==> config.mk <==
export PLATFORM = sky130hd
export DESIGN_NAME = rzad_dp
export DESIGN_NICKNAME = d
export VERILOG_FILES = /design/src/sv/rzad_pkg.sv /design/src/sv/rzad_ram.sv /design/src/sv/rzad_dp.sv
export SDC_FILE = /design/constraint.sdc
export NUM_CORES = 2
export LEC_CHECK = 0
export BUFFER_PORTS_ARGS = -buffer_cell sky130_fd_sc_hd__buf_2
export CAP_MARGIN = 0
export CORE_ASPECT_RATIO = 1.1
export CORE_MARGIN = 1.5
export CORE_UTILIZATION = 35
export CTS_CLUSTER_DIAMETER = 30
export DETAILED_ROUTE_END_ITERATION = 10
export GPL_ROUTABILITY_DRIVEN = 0
export GPL_TIMING_DRIVEN = 0
export PLACE_DENSITY_LB_ADDON = 0.15
export SYNTH_ARGS = -nofsm -noshare
export SYNTH_HDL_FRONTEND = slang
export SYNTH_SLANG_ARGS = --single-unit
==> constraint.sdc <==
create_clock -name i_clk -period 10.2 [get_ports i_clk]
set_input_delay 0.51 -clock i_clk [delete_from_list [all_inputs] [get_ports i_clk]]
set_output_delay 0.51 -clock i_clk [all_outputs]
set_load 0.005 [all_outputs]
==> src/sv/rzad_pkg.sv <==
// Package: shared types, codes and constants of the rolling z-score detector.
package rzad_pkg;

    // Default window depth and the minimum number of held samples for statistics
    localparam int WINDOW_DEPTH_DEF = 16;
    localparam int MIN_SAMPLES      = 5;

    // Configuration register indexes
    localparam logic [7:0] REG_RULE_ENABLE   = 8'd0;
    localparam logic [7:0] REG_RULE_LIMIT    = 8'd1;
    localparam logic [7:0] REG_Z_THRESHOLD   = 8'd2;
    localparam logic [7:0] REG_MIN_DEVIATION = 8'd3;

    // Reset values of the configuration registers
    localparam logic [7:0]  RULE_LIMIT_RST    = 8'd100;
    localparam logic [15:0] Z_THRESHOLD_RST   = 16'd768;
    localparam logic [15:0] MIN_DEVIATION_RST = 16'd128;

    // Reason codes
    localparam logic [1:0] RC_STABLE = 2'd0;
    localparam logic [1:0] RC_BREACH = 2'd1;
    localparam logic [1:0] RC_STAT   = 2'd2;

    typedef struct packed {
        logic [15:0] load_sample;
    } t_sample;

    typedef struct packed {
        logic        anomaly;
        logic [1:0]  reason_code;
        logic [15:0] z_value;
    } t_result;

    typedef struct packed {
        logic [7:0]  index;
        logic [15:0] value;
    } t_cfg;

    // Datapath operations issued by the controller
    typedef enum logic [3:0] {
        OP_NONE,
        OP_LOAD,
        OP_READ,
        OP_MUL_LO,
        OP_MUL_HI,
        OP_MUL_SS,
        OP_MUL_NX,
        OP_MUL_FD,
        OP_DIFF,
        OP_SQRT,
        OP_DIV_INIT,
        OP_DIV,
        OP_FINISH
    } t_op;

    typedef struct packed {
        t_op        op;
        logic [1:0] kind;
    } t_cmd;

    typedef struct packed {
        logic breach;
        logic few;
    } t_sts;

endpackage

==> src/sv/rzad_ram.sv <==
// Generic RAM: one write port, one read port with registered read data.
module rzad_ram #(
    parameter int WIDTH = 16,
    parameter int DEPTH = 16
) (
    input  logic                     i_clk,
    input  logic                     i_we,
    input  logic [$clog2(DEPTH)-1:0] i_waddr,
    input  logic [WIDTH-1:0]         i_wdata,
    input  logic                     i_re,
    input  logic [$clog2(DEPTH)-1:0] i_raddr,
    output logic [WIDTH-1:0]         o_rdata
);
    logic [WIDTH-1:0] r_mem [DEPTH];
    logic [WIDTH-1:0] r_rdata;

    // Write and read ports
    always_ff @(posedge i_clk) begin
        if (i_we) begin
            r_mem[i_waddr] <= i_wdata;
        end
        if (i_re) begin
            r_rdata <= r_mem[i_raddr];
        end
    end

    assign o_rdata = r_rdata;
endmodule

==> src/sv/rzad_dp.sv <==
// Datapath: configuration, sample ring, accumulators, square root and divider.
module rzad_dp #(
    parameter int WINDOW_DEPTH = rzad_pkg::WINDOW_DEPTH_DEF
) (
    input  logic                            i_clk,
    input  logic                            i_rst_n,
    input  rzad_pkg::t_cmd                  i_cmd,
    input  logic [$clog2(WINDOW_DEPTH)-1:0] i_rd_addr,
    input  rzad_pkg::t_sample               i_sample,
    input  logic                            i_cfg_we,
    input  rzad_pkg::t_cfg                  i_cfg,
    output rzad_pkg::t_sts                  o_sts,
    output logic [$clog2(WINDOW_DEPTH)-1:0] o_last_idx,
    output rzad_pkg::t_result               o_result
);
    localparam int NW   = $clog2(WINDOW_DEPTH + 1);
    localparam int IDXW = $clog2(WINDOW_DEPTH);
    localparam int SW   = 16 + NW;
    localparam int QW   = 32 + NW;
    localparam int QL   = QW / 2;
    localparam int QH   = QW - QL;
    localparam int VW   = 2 * SW;
    localparam int DVW  = SW + 8;

    // Configuration registers
    logic        r_rule_enable;
    logic [7:0]  r_rule_limit;
    logic [15:0] r_z_threshold;
    logic [15:0] r_min_deviation;

    // Window state and item registers
    logic [NW-1:0]   r_fill;
    logic [IDXW-1:0] r_wp;
    logic [15:0]     r_x;
    logic            r_rd_vld;
    logic [15:0]     w_rd_data;
    logic [SW-1:0]   r_s;
    logic [QW-1:0]   r_q;
    logic [VW-1:0]   r_nq;
    logic [VW-1:0]   r_ss;
    logic [SW-1:0]   r_nx;
    logic [SW-1:0]   r_fd;
    logic [VW-1:0]   r_v;
    logic [VW-1:0]   r_res;
    logic [VW-1:0]   r_bit;
    logic [SW-1:0]   r_num;
    logic [SW-1:0]   r_d;
    logic [SW-1:0]   r_rem;
    logic [DVW-1:0]  r_dvd;
    logic [DVW-1:0]  r_quo;
    rzad_pkg::t_result r_out;

    logic            w_push;
    logic [15:0]     w_md;
    logic [31:0]     w_sq;
    logic [NW+QL-1:0] w_plo;
    logic [NW+QH-1:0] w_phi;
    logic [VW-1:0]   w_t;
    logic [SW:0]     w_r;
    logic [15:0]     w_z;

    assign w_push = (i_cmd.op == rzad_pkg::OP_FINISH);

    rzad_ram #(
        .WIDTH (16),
        .DEPTH (WINDOW_DEPTH)
    ) u_ring (
        .i_clk   (i_clk),
        .i_we    (w_push),
        .i_waddr (r_wp),
        .i_wdata (r_x),
        .i_re    (i_cmd.op == rzad_pkg::OP_READ),
        .i_raddr (i_rd_addr),
        .o_rdata (w_rd_data)
    );

    // Status toward the controller
    assign o_sts.breach = r_rule_enable && (r_x > {r_rule_limit, 8'h00});
    assign o_sts.few    = (r_fill < NW'(rzad_pkg::MIN_SAMPLES));
    assign o_last_idx   = IDXW'(r_fill - 1'b1);
    assign o_result     = r_out;

    // Arithmetic helpers
    assign w_md  = (r_min_deviation == 16'd0) ? 16'd1 : r_min_deviation;
    assign w_sq  = w_rd_data * w_rd_data;
    assign w_plo = r_fill * r_q[QL-1:0];
    assign w_phi = r_fill * r_q[QW-1:QL];
    assign w_t   = r_res + r_bit;
    assign w_r   = {r_rem, r_dvd[DVW-1]};
    assign w_z   = (|r_quo[DVW-1:16]) ? 16'hFFFF : r_quo[15:0];

    // Configuration and window pointers
    always_ff @(posedge i_clk) begin
        if (!i_rst_n) begin
            r_rule_enable   <= 1'b0;
            r_rule_limit    <= rzad_pkg::RULE_LIMIT_RST;
            r_z_threshold   <= rzad_pkg::Z_THRESHOLD_RST;
            r_min_deviation <= rzad_pkg::MIN_DEVIATION_RST;
            r_fill          <= '0;
            r_wp            <= '0;
            r_rd_vld        <= 1'b0;
        end else begin
            r_rd_vld <= (i_cmd.op == rzad_pkg::OP_READ);
            if (i_cfg_we) begin
                if (i_cfg.index == rzad_pkg::REG_RULE_ENABLE) begin
                    r_rule_enable <= i_cfg.value[0];
                end
                if (i_cfg.index == rzad_pkg::REG_RULE_LIMIT) begin
                    r_rule_limit <= i_cfg.value[7:0];
                end
                if (i_cfg.index == rzad_pkg::REG_Z_THRESHOLD) begin
                    r_z_threshold <= i_cfg.value;
                end
                if (i_cfg.index == rzad_pkg::REG_MIN_DEVIATION) begin
                    r_min_deviation <= i_cfg.value;
                end
            end
            if (w_push) begin
                r_wp <= (r_wp == IDXW'(WINDOW_DEPTH - 1)) ? '0 : r_wp + 1'b1;
                if (r_fill != NW'(WINDOW_DEPTH)) begin
                    r_fill <= r_fill + 1'b1;
                end
            end
        end
    end

    // Accumulate, multiply, root, divide and form the result
    always_ff @(posedge i_clk) begin
        if (r_rd_vld) begin
            r_s <= r_s + SW'(w_rd_data);
            r_q <= r_q + QW'(w_sq);
        end
        unique case (i_cmd.op)
            rzad_pkg::OP_LOAD: begin
                r_x <= i_sample.load_sample;
                r_s <= '0;
                r_q <= '0;
            end
            rzad_pkg::OP_MUL_LO: r_nq <= VW'(w_plo);
            rzad_pkg::OP_MUL_HI: r_nq <= r_nq + (VW'(w_phi) << QL);
            rzad_pkg::OP_MUL_SS: r_ss <= r_s * r_s;
            rzad_pkg::OP_MUL_NX: r_nx <= r_fill * r_x;
            rzad_pkg::OP_MUL_FD: r_fd <= r_fill * w_md;
            rzad_pkg::OP_DIFF: begin
                r_v   <= r_nq - r_ss;
                r_num <= (r_nx >= r_s) ? (r_nx - r_s) : (r_s - r_nx);
                r_res <= '0;
                r_bit <= VW'(1) << (VW - 2);
            end
            rzad_pkg::OP_SQRT: begin
                if (r_v >= w_t) begin
                    r_v   <= r_v - w_t;
                    r_res <= (r_res >> 1) + r_bit;
                end else begin
                    r_res <= r_res >> 1;
                end
                r_bit <= r_bit >> 2;
            end
            rzad_pkg::OP_DIV_INIT: begin
                r_d   <= (r_res[SW-1:0] > r_fd) ? r_res[SW-1:0] : r_fd;
                r_rem <= '0;
                r_dvd <= {r_num, 8'h00};
                r_quo <= '0;
            end
            rzad_pkg::OP_DIV: begin
                if (w_r >= {1'b0, r_d}) begin
                    r_rem <= SW'(w_r - {1'b0, r_d});
                    r_quo <= {r_quo[DVW-2:0], 1'b1};
                end else begin
                    r_rem <= w_r[SW-1:0];
                    r_quo <= {r_quo[DVW-2:0], 1'b0};
                end
                r_dvd <= r_dvd << 1;
            end
            rzad_pkg::OP_FINISH: begin
                priority if (i_cmd.kind == rzad_pkg::RC_BREACH) begin
                    r_out.anomaly     <= 1'b1;
                    r_out.reason_code <= rzad_pkg::RC_BREACH;
                    r_out.z_value     <= 16'd0;
                end else if (i_cmd.kind == rzad_pkg::RC_STAT) begin
                    r_out.anomaly     <= (w_z > r_z_threshold);
                    r_out.reason_code <= (w_z > r_z_threshold) ? rzad_pkg::RC_STAT
                                                               : rzad_pkg::RC_STABLE;
                    r_out.z_value     <= w_z;
                end else begin
                    r_out.anomaly     <= 1'b0;
                    r_out.reason_code <= rzad_pkg::RC_STABLE;
                    r_out.z_value     <= 16'd0;
                end
            end
            default: ;
        endcase
    end
endmodule

==> results.toml <==
[worst_setup_path]
start_kind = "flop"
cp.required_ns = 10.69
worstPathMaxFanout = 11
worstSetupPathType = "flop to flop"
critPathCaptureType = "flop"
cp.arrival_ns = 10.13

[logic_synthesis]
synth_edf_count = 650
ys_async_sr_fraction = 0
synth_flop_cell = "edfxtp_1"
yosysUniqueCellTypes = 79
synth_fa_ha_area_frac = 0.3133
synth.area.mux_share = 0.04754
netlist_instances = 6966
ys_ff_latch = 759
synthXorXnorAreaFrac = 0.04370
synthSimpleGateAreaFrac = 0.1242
synth_top_area_share = 0.2751
synthesis.area_um2 = 70950
yosys-top-cells-count = "inv_1 (1108), fa_1 (696), nand2_1 (665)"
ys_seq_area_frac = 0.3059
synth_top_family_by_area = "adder cells"
synth_most_common_cell = "inv_1"
yosys_warnings = 0
synth_fp_nets = 8378
post_synth.cell_area_avg_um2 = 10.19
yosys.area.top_type = "edfxtp_1"
synth_compound_area_frac = 0.09466
synth_area_leaders = "edfxtp_1 (28%), fa_1 (20%), ha_1 (12%)"

[sta]
rsz0062_at_grt = "no"
period_share = 0.9448
tightest_slew_ns = 1.184
drv_slew = 0
hold_viol = 0
max_freq_mhz = 103.8
setup_viol = 0
min_period_ns = 9.637
maxSlewHeadroom = 0.2108
final.setup.tns_ns = 0
fin_skew_ns = 0.1034
setup_ws_ns = 0.5629

[die]
dieHeight_um = 475.2
coreArea_um2 = 201700
row_count = 173
initial_utilization = 0.3517
die_w_um = 432.3
dieArea_um2 = 205400
num_io_pins = 78

[pwr]
seqPwrFrac = 0.215
p_int_uw = 11520
p_sw_uw = 7158
leakage_uw = 0.03779
comb_power_share = 0.419
p_per_area_nw_per_um2 = 224.9
switching_share = 0.3831
ir_drop_v = 0.0004759
p_total_uw = 18680
clock_power_share = 0.366

[layout]
fillers = 19960
drive_gt1_frac = 0.08513
fin_cells = 10210
area_delta_synth_final_pct = 17.09
nets = 8728

[detailed_routing]
via_count = 50740
drt-wirelength-per-cell_um = 20.30
post-route-drc-count = 0
vias_per_cell = 4.969
drt_iter0_markers = 2618
routed_wl_um = 207200
ant_nets = 0
drtPass1Iterations = 5

[flow_run]
drv_cap = 0

[place]
pre_cts_ws_ns = 0.6802
dp_hpwl_um = 165300
port_buffers = 72
dpl.cell_count = 9783

[clock_tree]
post_cts_resized = 0
cts_setup_buffers = 0
clock_latency_ns = 0.85
cts-htree-levels = 4
cts.clk_slew.worst_paths_ns = 0.05
numCtsBuffers = 208
ctsHoldBuffers = 35
root_buffer = "clkbuf_16"
clock_path_buffers = 3
clock-sinks = 759
cts_tree = "yes"

[run_status]
outcome = "completed"

[global_route]
grt_util_all_layers = 0.2032
grt_overflow = 0
antenna_found_initial = 14
grt_pass1_wl_um = 316900
grt_pass1_vias = 53000
grt_start_max_net_pins = 52

[hold_path]
worst_hold_path_type = "primary input to flop"
==> area by class of cell <==
class / instances / area [µm²] / area share
timing repair buffer: 140 / 1160 / 0.01396
clock inverter: 136 / 2053 / 0.02472
multi-input combinational: 4880 / 44330 / 0.5336
buffer: 209 / 823.3 / 0.009910
clock buffer: 252 / 5410 / 0.06512
sequential: 759 / 21700 / 0.2612
antenna: 4 / 10.01 / 0.0001205
inverter: 1118 / 4197 / 0.05052
tap: 2712 / 3393 / 0.04085
==> cells in the final DEF (no fill, tap or decap), types with 80 or more instances in the layout <==
cell type	instances
inv_1	1108
fa_1	696
nand2_1	665
ha_1	663
edfxtp_1	650
nor2_1	474
a21oi_1	319
and2_1	237
xnor2_1	217
clkbuf_1	212
clkbuf_16	208
o21ai_0	201
a21o_1	159
xor2_1	137
mux2i_1	121
dfxtp_1	109
nor2b_1	107
mux4_2	80
==> sequential cells by signal, summed over array words and instances, names as in the netlist, 4 cells and up <==
| name | count |
|---|---|
| o_result | 19 |
| u_ring.r_mem | 256 |
| r_nx | 21 |
| r_fd | 21 |
| r_ss | 41 |
| r_v | 42 |
| r_q | 37 |
| u_ring.o_rdata | 16 |
| r_d | 21 |
| r_res | 42 |
| r_rule_limit | 8 |
| r_s | 21 |
| r_quo | 29 |
| r_min_deviation | 16 |
| r_num | 21 |
| r_x | 16 |
| r_dvd | 21 |
| r_bit | 21 |
| r_nq | 42 |
| r_rem | 21 |
| r_wp | 4 |
| r_z_threshold | 16 |
| r_fill | 5 |
==> critical path: stages (launching register included) <==
cell and delay, ns:
dfxtp_1 0.41, clkbuf_1 0.60, inv_1 0.46, buf_1 0.43, nor2_1 0.41, fa_1 0.49
fa_1 0.53, inv_1 0.05, fa_1 0.47, inv_1 0.05, fa_1 0.48, fa_1 0.51
fa_1 0.49, inv_1 0.05, fa_1 0.47, inv_1 0.04, ha_1 0.32, nand2_1 0.12
nor2_1 0.10, a31oi_1 0.18, o22ai_1 0.47, a31oi_1 0.27, o21ai_0 0.68, nand4_1 0.22
a31oi_1 0.24, xor2_1 0.75
==> final timing paths <==
| check | start | to | slack, ns | cells after the start |
|---|---|---|---|---|
| max | r_s[5]$_SDFFE_PN0P_ | r_ss[34]$_DFFE_PN_ | 0.56 | 25 |
| max reg2reg | r_s[5]$_SDFFE_PN0P_ | r_ss[34]$_DFFE_PN_ | 0.56 | 25 |
| min reg2reg | r_z_threshold[8]$_SDFFE_PN1P_ | r_z_threshold[8]$_SDFFE_PN1P_ | 0.48 | 2 |
| min | i_cfg[17] | r_rule_enable$_SDFFE_PN0P_ | 0.08 | 4 |
==> logic make-up (layout without fill, tap and decap cells) <==
group / count (synthesis) / after routing
AND/OR/NAND/NOR: 1882 / 1882
adder cells (fa/ha/maj): 1359 / 1359
buffers and inverters: 1327 / 1855
AO/OA/AOI/OAI: 1052 / 1052
flip-flops: 759 / 759
XOR/XNOR: 354 / 354
multiplexers: 233 / 233
other: 0 / 4
==> layer usage <==
| layer | global-route usage | part of all wire |
|---|---|---|
| met1 | 0.2631 | 0.45 |
| met2 | 0.3437 | 0.48 |
| met3 | 0.03097 | 0.040 |
| met4 | 0.07284 | 0.035 |
| met5 | 0 | 0.00015 |
==> metrics by stage <==
step | hold slack [ns] | utilization | area (µm²)
5_1_grt | 0.08391 | 0.4117 | 83060
2_1_floorplan | 0.4446 | - | 70950
4_1_cts | 0.02966 | 0.4117 | 83060
3_3_place_gp | 0.4634 | 0.3703 | 74710
6_report | 0.08259 | 0.4118 | 83070
3_5_place_dp | 0.4654 | 0.3730 | 75250
==> power by group through the flow <==
stage	clock network, µW	logic (µW)	registers [µW]
2_1_floorplan	0	5600	3910
3_3_place_gp	0	7650	4070
3_5_place_dp	0	7720	4070
4_1_cts	6950	7790	4010
5_1_grt	7110	8770	4040
6_report	6840	7830	4010
(Power assumes the default switching activity.)
