===== src/sv/rzad_pkg.sv =====
// Package: shared types, codes and constants of the rolling z-score detector.
package rzad_pkg;

    // Default window depth and the minimum number of held samples for statistics
    localparam int WINDOW_DEPTH_DEF = 16;
    localparam int MIN_SAMPLES      = 5;

    // Configuration register indexes
    localparam logic [7:0] REG_RULE_ENABLE   = 8'd0;
    localparam logic [7:0] REG_RULE_LIMIT    = 8'd1;
    localparam logic [7:0] REG_Z_THRESHOLD   = 8'd2;
    localparam logic [7:0] REG_MIN_DEVIATION = 8'd3;

    // Reset values of the configuration registers
    localparam logic [7:0]  RULE_LIMIT_RST    = 8'd100;
    localparam logic [15:0] Z_THRESHOLD_RST   = 16'd768;
    localparam logic [15:0] MIN_DEVIATION_RST = 16'd128;

    // Reason codes
    localparam logic [1:0] RC_STABLE = 2'd0;
    localparam logic [1:0] RC_BREACH = 2'd1;
    localparam logic [1:0] RC_STAT   = 2'd2;

    typedef struct packed {
        logic [15:0] load_sample;
    } t_sample;

    typedef struct packed {
        logic        anomaly;
        logic [1:0]  reason_code;
        logic [15:0] z_value;
    } t_result;

    typedef struct packed {
        logic [7:0]  index;
        logic [15:0] value;
    } t_cfg;

    // Datapath operations issued by the controller
    typedef enum logic [3:0] {
        OP_NONE,
        OP_LOAD,
        OP_READ,
        OP_MUL_LO,
        OP_MUL_HI,
        OP_MUL_SS,
        OP_MUL_NX,
        OP_MUL_FD,
        OP_DIFF,
        OP_SQRT,
        OP_DIV_INIT,
        OP_DIV,
        OP_FINISH
    } t_op;

    typedef struct packed {
        t_op        op;
        logic [1:0] kind;
    } t_cmd;

    typedef struct packed {
        logic breach;
        logic few;
    } t_sts;

endpackage


===== src/sv/rzad_ctrl.sv =====
// Controller: sequences window sums, products, square root and division per item.
module rzad_ctrl #(
    parameter int WINDOW_DEPTH = rzad_pkg::WINDOW_DEPTH_DEF
) (
    input  logic                            i_clk,
    input  logic                            i_rst_n,
    input  logic                            i_in_valid,
    output logic                            o_in_ready,
    output logic                            o_out_valid,
    input  logic                            i_out_ready,
    input  rzad_pkg::t_sts                  i_sts,
    input  logic [$clog2(WINDOW_DEPTH)-1:0] i_last_idx,
    output rzad_pkg::t_cmd                  o_cmd,
    output logic [$clog2(WINDOW_DEPTH)-1:0] o_rd_addr
);
    localparam int NW   = $clog2(WINDOW_DEPTH + 1);
    localparam int IDXW = $clog2(WINDOW_DEPTH);
    localparam int SW   = 16 + NW;
    localparam int DVW  = SW + 8;
    localparam int STW  = $clog2(DVW + 1);

    typedef enum logic [3:0] {
        S_IDLE, S_CHECK, S_READ, S_DRAIN, S_MUL_LO, S_MUL_HI, S_MUL_SS,
        S_MUL_NX, S_MUL_FD, S_DIFF, S_SQRT, S_DIV_INIT, S_DIV, S_FINISH
    } t_state;

    t_state          r_state;
    logic [IDXW-1:0] r_idx;
    logic [STW-1:0]  r_step;
    logic [1:0]      r_kind;
    logic            r_out_valid;
    logic            w_out_free;

    assign w_out_free  = !r_out_valid || i_out_ready;
    assign o_in_ready  = (r_state == S_IDLE);
    assign o_out_valid = r_out_valid;
    assign o_rd_addr   = r_idx;

    // Decode the datapath operation from the state
    always_comb begin
        o_cmd.kind = r_kind;
        unique case (r_state)
            S_IDLE:     o_cmd.op = i_in_valid ? rzad_pkg::OP_LOAD : rzad_pkg::OP_NONE;
            S_READ:     o_cmd.op = rzad_pkg::OP_READ;
            S_MUL_LO:   o_cmd.op = rzad_pkg::OP_MUL_LO;
            S_MUL_HI:   o_cmd.op = rzad_pkg::OP_MUL_HI;
            S_MUL_SS:   o_cmd.op = rzad_pkg::OP_MUL_SS;
            S_MUL_NX:   o_cmd.op = rzad_pkg::OP_MUL_NX;
            S_MUL_FD:   o_cmd.op = rzad_pkg::OP_MUL_FD;
            S_DIFF:     o_cmd.op = rzad_pkg::OP_DIFF;
            S_SQRT:     o_cmd.op = rzad_pkg::OP_SQRT;
            S_DIV_INIT: o_cmd.op = rzad_pkg::OP_DIV_INIT;
            S_DIV:      o_cmd.op = rzad_pkg::OP_DIV;
            S_FINISH:   o_cmd.op = w_out_free ? rzad_pkg::OP_FINISH : rzad_pkg::OP_NONE;
            default:    o_cmd.op = rzad_pkg::OP_NONE;
        endcase
    end

    // State, counters and output valid
    always_ff @(posedge i_clk) begin
        if (!i_rst_n) begin
            r_state     <= S_IDLE;
            r_idx       <= '0;
            r_step      <= '0;
            r_kind      <= rzad_pkg::RC_STABLE;
            r_out_valid <= 1'b0;
        end else begin
            // Raise valid on a finished item, drop it once taken
            if (r_state == S_FINISH && w_out_free) begin
                r_out_valid <= 1'b1;
            end else if (r_out_valid && i_out_ready) begin
                r_out_valid <= 1'b0;
            end
            unique case (r_state)
                S_IDLE: begin
                    if (i_in_valid) begin
                        r_state <= S_CHECK;
                    end
                end
                S_CHECK: begin
                    r_idx <= '0;
                    priority if (i_sts.breach) begin
                        r_kind  <= rzad_pkg::RC_BREACH;
                        r_state <= S_FINISH;
                    end else if (i_sts.few) begin
                        r_kind  <= rzad_pkg::RC_STABLE;
                        r_state <= S_FINISH;
                    end else begin
                        r_kind  <= rzad_pkg::RC_STAT;
                        r_state <= S_READ;
                    end
                end
                S_READ: begin
                    if (r_idx == i_last_idx) begin
                        r_state <= S_DRAIN;
                    end else begin
                        r_idx <= r_idx + 1'b1;
                    end
                end
                S_DRAIN:  r_state <= S_MUL_LO;
                S_MUL_LO: r_state <= S_MUL_HI;
                S_MUL_HI: r_state <= S_MUL_SS;
                S_MUL_SS: r_state <= S_MUL_NX;
                S_MUL_NX: r_state <= S_MUL_FD;
                S_MUL_FD: r_state <= S_DIFF;
                S_DIFF: begin
                    r_step  <= '0;
                    r_state <= S_SQRT;
                end
                S_SQRT: begin
                    if (r_step == STW'(SW - 1)) begin
                        r_state <= S_DIV_INIT;
                    end else begin
                        r_step <= r_step + 1'b1;
                    end
                end
                S_DIV_INIT: begin
                    r_step  <= '0;
                    r_state <= S_DIV;
                end
                S_DIV: begin
                    if (r_step == STW'(DVW - 1)) begin
                        r_state <= S_FINISH;
                    end else begin
                        r_step <= r_step + 1'b1;
                    end
                end
                S_FINISH: begin
                    if (w_out_free) begin
                        r_state <= S_IDLE;
                    end
                end
                default: r_state <= S_IDLE;
            endcase
        end
    end
endmodule


===== config.mk =====
export PLATFORM = sky130hd
export DESIGN_NAME = rzad_ctrl
export DESIGN_NICKNAME = d
export VERILOG_FILES = /design/src/sv/rzad_pkg.sv /design/src/sv/rzad_ctrl.sv
export SDC_FILE = /design/constraint.sdc
export NUM_CORES = 1
export LEC_CHECK = 0
export ABC_AREA = 0
export CORE_UTILIZATION = 45
export DETAILED_ROUTE_END_ITERATION = 10
export DONT_BUFFER_PORTS = 1
export PLACE_DENSITY = 0.61
export SYNTH_ARGS = -nofsm -noshare
export SYNTH_HDL_FRONTEND = slang
export SYNTH_SLANG_ARGS = --single-unit

===== constraint.sdc =====
create_clock -name i_clk -period 1.8 [get_ports i_clk]
set_input_delay 0.36 -clock i_clk [delete_from_list [all_inputs] [get_ports i_clk]]
set_output_delay 0.36 -clock i_clk [all_outputs]
set_load 0.02 [all_outputs]

==> run_results.csv, run 1 <==
group,metric,value,unit
timing,hold_violations,0,
setup_path,path_class,"reg -> out",
grt,top_usage_layer,"met2",
setup_path,rr_worst_depth,5,
power,power,1740,uW
placed_design,numPortBuffers,0,
synth,synth_fp_nets,151,
setup_path,crit_arrival,1370,ps
die,num_io_pins,22,
grt,grt_pass1_vias,1015,
synth,netlist_area,0.00111,sq mm
drt,drc_errors,0,
hold_path,hold_path_class,"in -> reg",
placed_design,dp_hpwl,1.93,mm
timing,setup_viol,0,
drt,wl_per_cell,14.1,um
setup_path,worst-path-max-fanout,7,
synth,synth-seq-area-share,0.287,
grt,grt_use_total,0.219,
cts,ctsHtreeMaxLevel,1,
placed_design,gp_congestion,0.904,
synth,synth_most_common_cell,"dfxtp_1",
cts,clk_pin_slew,90,ps
cts,cts_tree,"done",
cts,cts_buffers,3,
hold_path,hold_end,"r_state[1]",
cells_and_area,drive_gt1_frac,0.255,
hold_path,whs_path_depth,2,
synth,yosysUniqueCellTypes,45,
grt,antenna_found_initial,0,
cts,worst_skew_pair.late_latency,290,ps
setup_path,cp-start-kind,"flip-flop",
setup_path,cp-startpoint,"r_state[2]",
status,status,"completed",
grt,grt_pass1_wl,4.37,mm
power,switchingPower,751,uW
die,initial_core_util,0.490,
drt,drt-vias-per-instance,5.97,
grt,grt_max_degree,13,
synth,synth_top_area_cell,"dfxtp_1",
cts,cts_buffer_depth,2,
power,pwr_density_cell,1280,mW/mm^2
power,peakVddDrop,0.951,mV
drt,totalWireLength,2.60,mm
power,p_clk_frac,0.138,
die,core_area,0.00228,sq mm
setup_path,r2r-start,"r_state[2]",
power,combinationalPowerShare,0.573,
power,switching_share,0.432,
cts,cts.sinks,16,
grt,grt_overflow,0,
drt,vias,1105,
setup_path,r2r_setup_slack,170,ps
drt,ant_nets,0,
power,p_seq_frac,0.289,
cells_and_area,finalNetCount,171,
die,die_w,51.8,um
power,internal_power,988,uW
synth,ys.flop_type,"dfxtp_1",
timing,tightest_slew,533,ps
synth,synth_seq_cells,16,
synth,synthTopCellsByCount,"16 x dfxtp_1, 12 x a21oi_1, 9 x nor2_1",
timing,period_minus_slack,1730,ps
drt,firstDrtPassIters,5,
power,p_leak,0.000522,uW
synth,synth_edf_count,0,
timing,slew_viol_final,0,
die,dieArea,0.00268,sq mm
die,rows,17,
grt,grt_util_met2,0.364,
synth,async_flop_share,0,
drt,drtIter0Drc,20,
timing,fmax,578,MHz
run,cap_violations,0,
synth,postSynthCellCount,138,
setup_path,required,1440,ps
timing,relSlewSlack,0.641,
synth,synth.avg_cell_area,8.08,sq um
synth,synth_area_leaders,"dfxtp_1 29%, a21oi_1 5.4%, o31ai_1 4.0%, xor2_1 3.9%, ha_1 3.4%",
die,dieHeight,51.8,um
cells_and_area,diodes,0,
cells_and_area,final_util,0.598,
grt,grt_use_met1,0.278,
hold_path,min_from,"i_rst_n",
synth,yosysWarningCount,0,
timing,skew,2.13,ps
synth,synth_top_area_share,0.287,
cells_and_area,areaGrowthSynthToFinish,22.1,%
grt,grt_util_met3,0.0585,
setup_path,rr_endpoint,"r_step[3]",
timing,finalCritPeriodShare,0.961,
cts,cts_root_buf,"clkbuf_4",
timing,rsz0062_at_grt,"yes",
setup_path,cp-end-kind,"output port",
per-layer routing:
layer | share of wire | up-vias
met5 | 0 | -
met4 | 0.011 | 0
met3 | 0.042 | 4
met2 | 0.48 | 29
met1 | 0.47 | 524
li1 | - | 548
per-stage QoR:
step	instance area (sq um)	cells	TNS (ps)	hold slack [ps]	setup WS, ps
CTS	1320	182	0	181	2.07
floorplan	1130	138	0	451	16.1
global route	1360	185	-9.36	166	-6.49
finish	1360	185	0	188	70.0
global placement	1280	178	0	475	193
detailed placement	1280	178	0	481	137
critical path: stages (launching register included):
cell and delay [ps]:
dfxtp_4 400, buf_4 140, a21o_1 100, nor2_1 40, a311oi_1 220, buf_4 190
worst max path at each step:
stage	endpoint	slack, ps	depth (start not counted)
6_report	o_cmd[2]	70	5
4_1_cts	o_cmd[3]	2	5
3_5_place_dp	o_cmd[4]	140	5
5_1_grt	o_cmd[2]	-6	5
3_3_place_gp	o_cmd[4]	190	5
2_1_floorplan	o_in_ready	20	3
area by class of cell:
class / count / area, sq um
repair buffers: 24 / 191
fillers: 215 / 915
multi-input cells: 105 / 738
clock buffers: 4 / 36.3
flip-flops and latches: 16 / 330
inverters: 8 / 30.0
well taps: 28 / 35.0
sequential cells by signal, indices dropped and copies added (netlist names):
register     cells
r_state          4
r_step           5
r_kind           2
o_rd_addr        4
o_out_valid      1
power by group through the flow:
| stage | sequential, uW | clock, uW | combinational [uW] |
|---|---|---|---|
| 6_report | 502 | 240 | 997 |
| 5_1_grt | 511 | 270 | 1090 |
| 4_1_cts | 503 | 255 | 930 |
| 3_5_place_dp | 501 | 0 | 918 |
| 3_3_place_gp | 498 | 0 | 908 |
| 2_1_floorplan | 467 | 0 | 698 |
layout by cell type, fill, tap and decap left out, types with 4 or more instances in the layout:
master	netlist	final
buf_4	1	21
a21oi_1	12	12
dfxtp_1	16	12
nor2_1	9	8
inv_1	7	7
nand2_1	7	7
nand3_1	7	7
o21ai_0	7	6
o31ai_1	6	6
xor2_1	5	5
nor3_1	4	4
timing repair:
action	in CTS	in global routing
hold buffers	0	0
gates resized for setup	6	6
setup endpoints to repair	4	4
setup buffers	0	3
pin swaps	1	2
cell families after synthesis:
logic type                 after synthesis  share of synthesized area
and+or+nand+nor                         48                      0.253
AOI/OAI and AO/OA                       44                      0.274
buffers and inverters                   17                     0.0718
DFF                                     16                      0.287
xor gates and xnor gates                 8                     0.0629
adders and majority gates                3                     0.0337
muxes                                    2                     0.0180
(Power assumes the default switching activity.)
==> inputs of run 2 (changes only) <==
--- a/config.mk
+++ b/config.mk
@@ -6,10 +6,12 @@
 export NUM_CORES = 1
 export LEC_CHECK = 0
 export ABC_AREA = 0
+export CORE_MARGIN = 10
 export CORE_UTILIZATION = 45
 export DETAILED_ROUTE_END_ITERATION = 10
 export DONT_BUFFER_PORTS = 1
 export PLACE_DENSITY = 0.61
+export SKIP_CTS_REPAIR_TIMING = 1
 export SYNTH_ARGS = -nofsm -noshare
 export SYNTH_HDL_FRONTEND = slang
 export SYNTH_SLANG_ARGS = --single-unit
==> run_results.csv, run 2 (same netlist as run 1, synthesis figures left out) <==
group,metric,value,unit
status,status,"completed",
setup_path,worst_path_max_delay_cell,"dfxtp_4",
die,rows,17,
placed_design,gp_congestion,0.816,
timing,finalCritPeriodShare,0.968,
cts,cts_root_buf,"clkbuf_4",
cts,worst_skew_pair.late_latency,290,ps
power,power,1950,uW
drt,totalWireLength,3.07,mm
setup_path,r2r-start,"r_state[0]",
cts,cts_buffers,3,
timing,slew_viol_final,0,
drt,vias,1113,
run,cap_violations,0,
drt,drc_errors,0,
cells_and_area,largest_register_ffs,5,
timing,relSlewSlack,0.704,
cells_and_area,drive_gt1_frac,0.323,
drt,drtIter0Drc,93,
power,pwr_density_cell,1300,mW/mm^2
cts,ctsHtreeMaxLevel,1,
setup_path,path_buf_inv,2,
hold_path,min_from,"i_rst_n",
power,p_leak,0.000577,uW
drt,wl_per_cell,16.0,um
power,switching_share,0.426,
hold_path,hold_end,"r_state[1]",
placed_design,dp_hpwl,2.13,mm
drt,ant_nets,0,
hold_path,whs_path_depth,2,
setup_path,cpPeakStageDelay,380,ps
setup_path,worst-path-max-fanout,4,
die,die_w,69.8,um
cts,cts_tree,"done",
setup_path,crit_arrival,1380,ps
die,dieHeight,69.8,um
power,switchingPower,830,uW
grt,grt_use_total,0.111,
hold_path,hold_path_class,"in -> reg",
power,combinationalPowerShare,0.611,
cells_and_area,areaGrowthSynthToFinish,34.1,%
cts,cts.sinks,16,
grt,grt_pass1_wl,4.66,mm
grt,grt_util_met3,0.0428,
setup_path,r2r_setup_slack,70,ps
cells_and_area,final_common_cell,"buf_4",
grt,top_usage_layer,"met2",
grt,antenna_found_initial,0,
timing,fmax,574,MHz
timing,tightest_slew,441,ps
placed_design,dp.cells,179,
cells_and_area,final_util,0.657,
timing,fin_hold_ws,187,ps
setup_path,required,1440,ps
grt,grt_overflow,0,
die,num_io_pins,22,
setup_path,worstPathCellList,"buf_12, nor2_4, o22ai_2, nand2_1, o41ai_4, buf_4",
setup_path,cp-start-kind,"flip-flop",
cells_and_area,layout_common_cells,"25 x buf_4, 12 x dfxtp_1, 11 x a21oi_1",
setup_path,rr_worst_depth,6,
timing,period_minus_slack,1740,ps
setup_path,critPathTopFamily,"flip-flops",
timing,setup_viol,0,
grt,grt_pass1_vias,970,
power,p_seq_frac,0.261,
die,core_area,0.00228,sq mm
die,initial_core_util,0.490,
drt,firstDrtPassIters,4,
setup_path,cp-end-kind,"output port",
cts,clk_pin_slew,110,ps
setup_path,path_class,"reg -> out",
cts,cts_buffer_depth,2,
cells_and_area,diodes,0,
setup_path,rr_endpoint,"o_rd_addr[2]",
grt,grt_max_degree,20,
power,p_clk_frac,0.129,
cells_and_area,stdcell_count,192,
drt,drt-vias-per-instance,5.80,
cells_and_area,finalNetCount,178,
power,peakVddDrop,1.01,mV
grt,grt_util_met2,0.165,
timing,fin_tns_setup,0,ps
timing,skew,1.57,ps
grt,grt_use_met1,0.140,
timing,hold_violations,0,
placed_design,numPortBuffers,0,
die,dieArea,0.00487,sq mm
cells_and_area,largest_register,"r_step",
power,internal_power,1120,uW
run 2: cell count changes in the layout (fill, tap and decap cells not counted), moves of 2 or more:
cell | before | now
dfxtp_2 | 2 | 0
buf_12 | 0 | 3
dfxtp_4 | 2 | 4
buf_4 | 21 | 25
run 2: stage by stage:
step                worst slack (ps)  area [sq um]
finish                          58.0          1500
global route                   -25.0          1500
CTS                             -174          1330
detailed placement               101          1300
global placement                 152          1300
floorplan                       16.1          1130
run 2: final cells by class:
cell class	count	area (sq um)
multi-input combinational	105	783
fill	190	781
sequential	16	335
timing repair buffer	31	275
clock buffer	4	36.3
tap	28	35.0
inverter	8	30.0
run 2: worst max path at each step:
| stage | depth (start not counted) | to | from |
|---|---|---|---|
| 3_5_place_dp | 5 | r_step[2] | r_state[1] |
| 2_1_floorplan | 3 | o_in_ready | r_state[0] |
| 5_1_grt | 6 | o_rd_addr[2] | r_state[0] |
| 6_report | 6 | o_cmd[4] | r_state[0] |
| 3_3_place_gp | 4 | r_state[2] | r_state[1] |
| 4_1_cts | 5 | o_cmd[4] | r_state[1] |
run 2: routing by layer:
metal | vias up | part of all wire
met1 | 517 | 0.44
met4 | 0 | 0.0081
met2 | 29 | 0.49
met5 | - | 0
li1 | 563 | -
met3 | 4 | 0.068
run 2: power groups by stage:
stage | Clock [uW] | Combinational (uW) | Sequential [uW]
2_1_floorplan | 0 | 698 | 467
3_3_place_gp | 0 | 905 | 518
3_5_place_dp | 0 | 924 | 520
4_1_cts | 255 | 927 | 512
5_1_grt | 275 | 1290 | 518
6_report | 250 | 1190 | 508
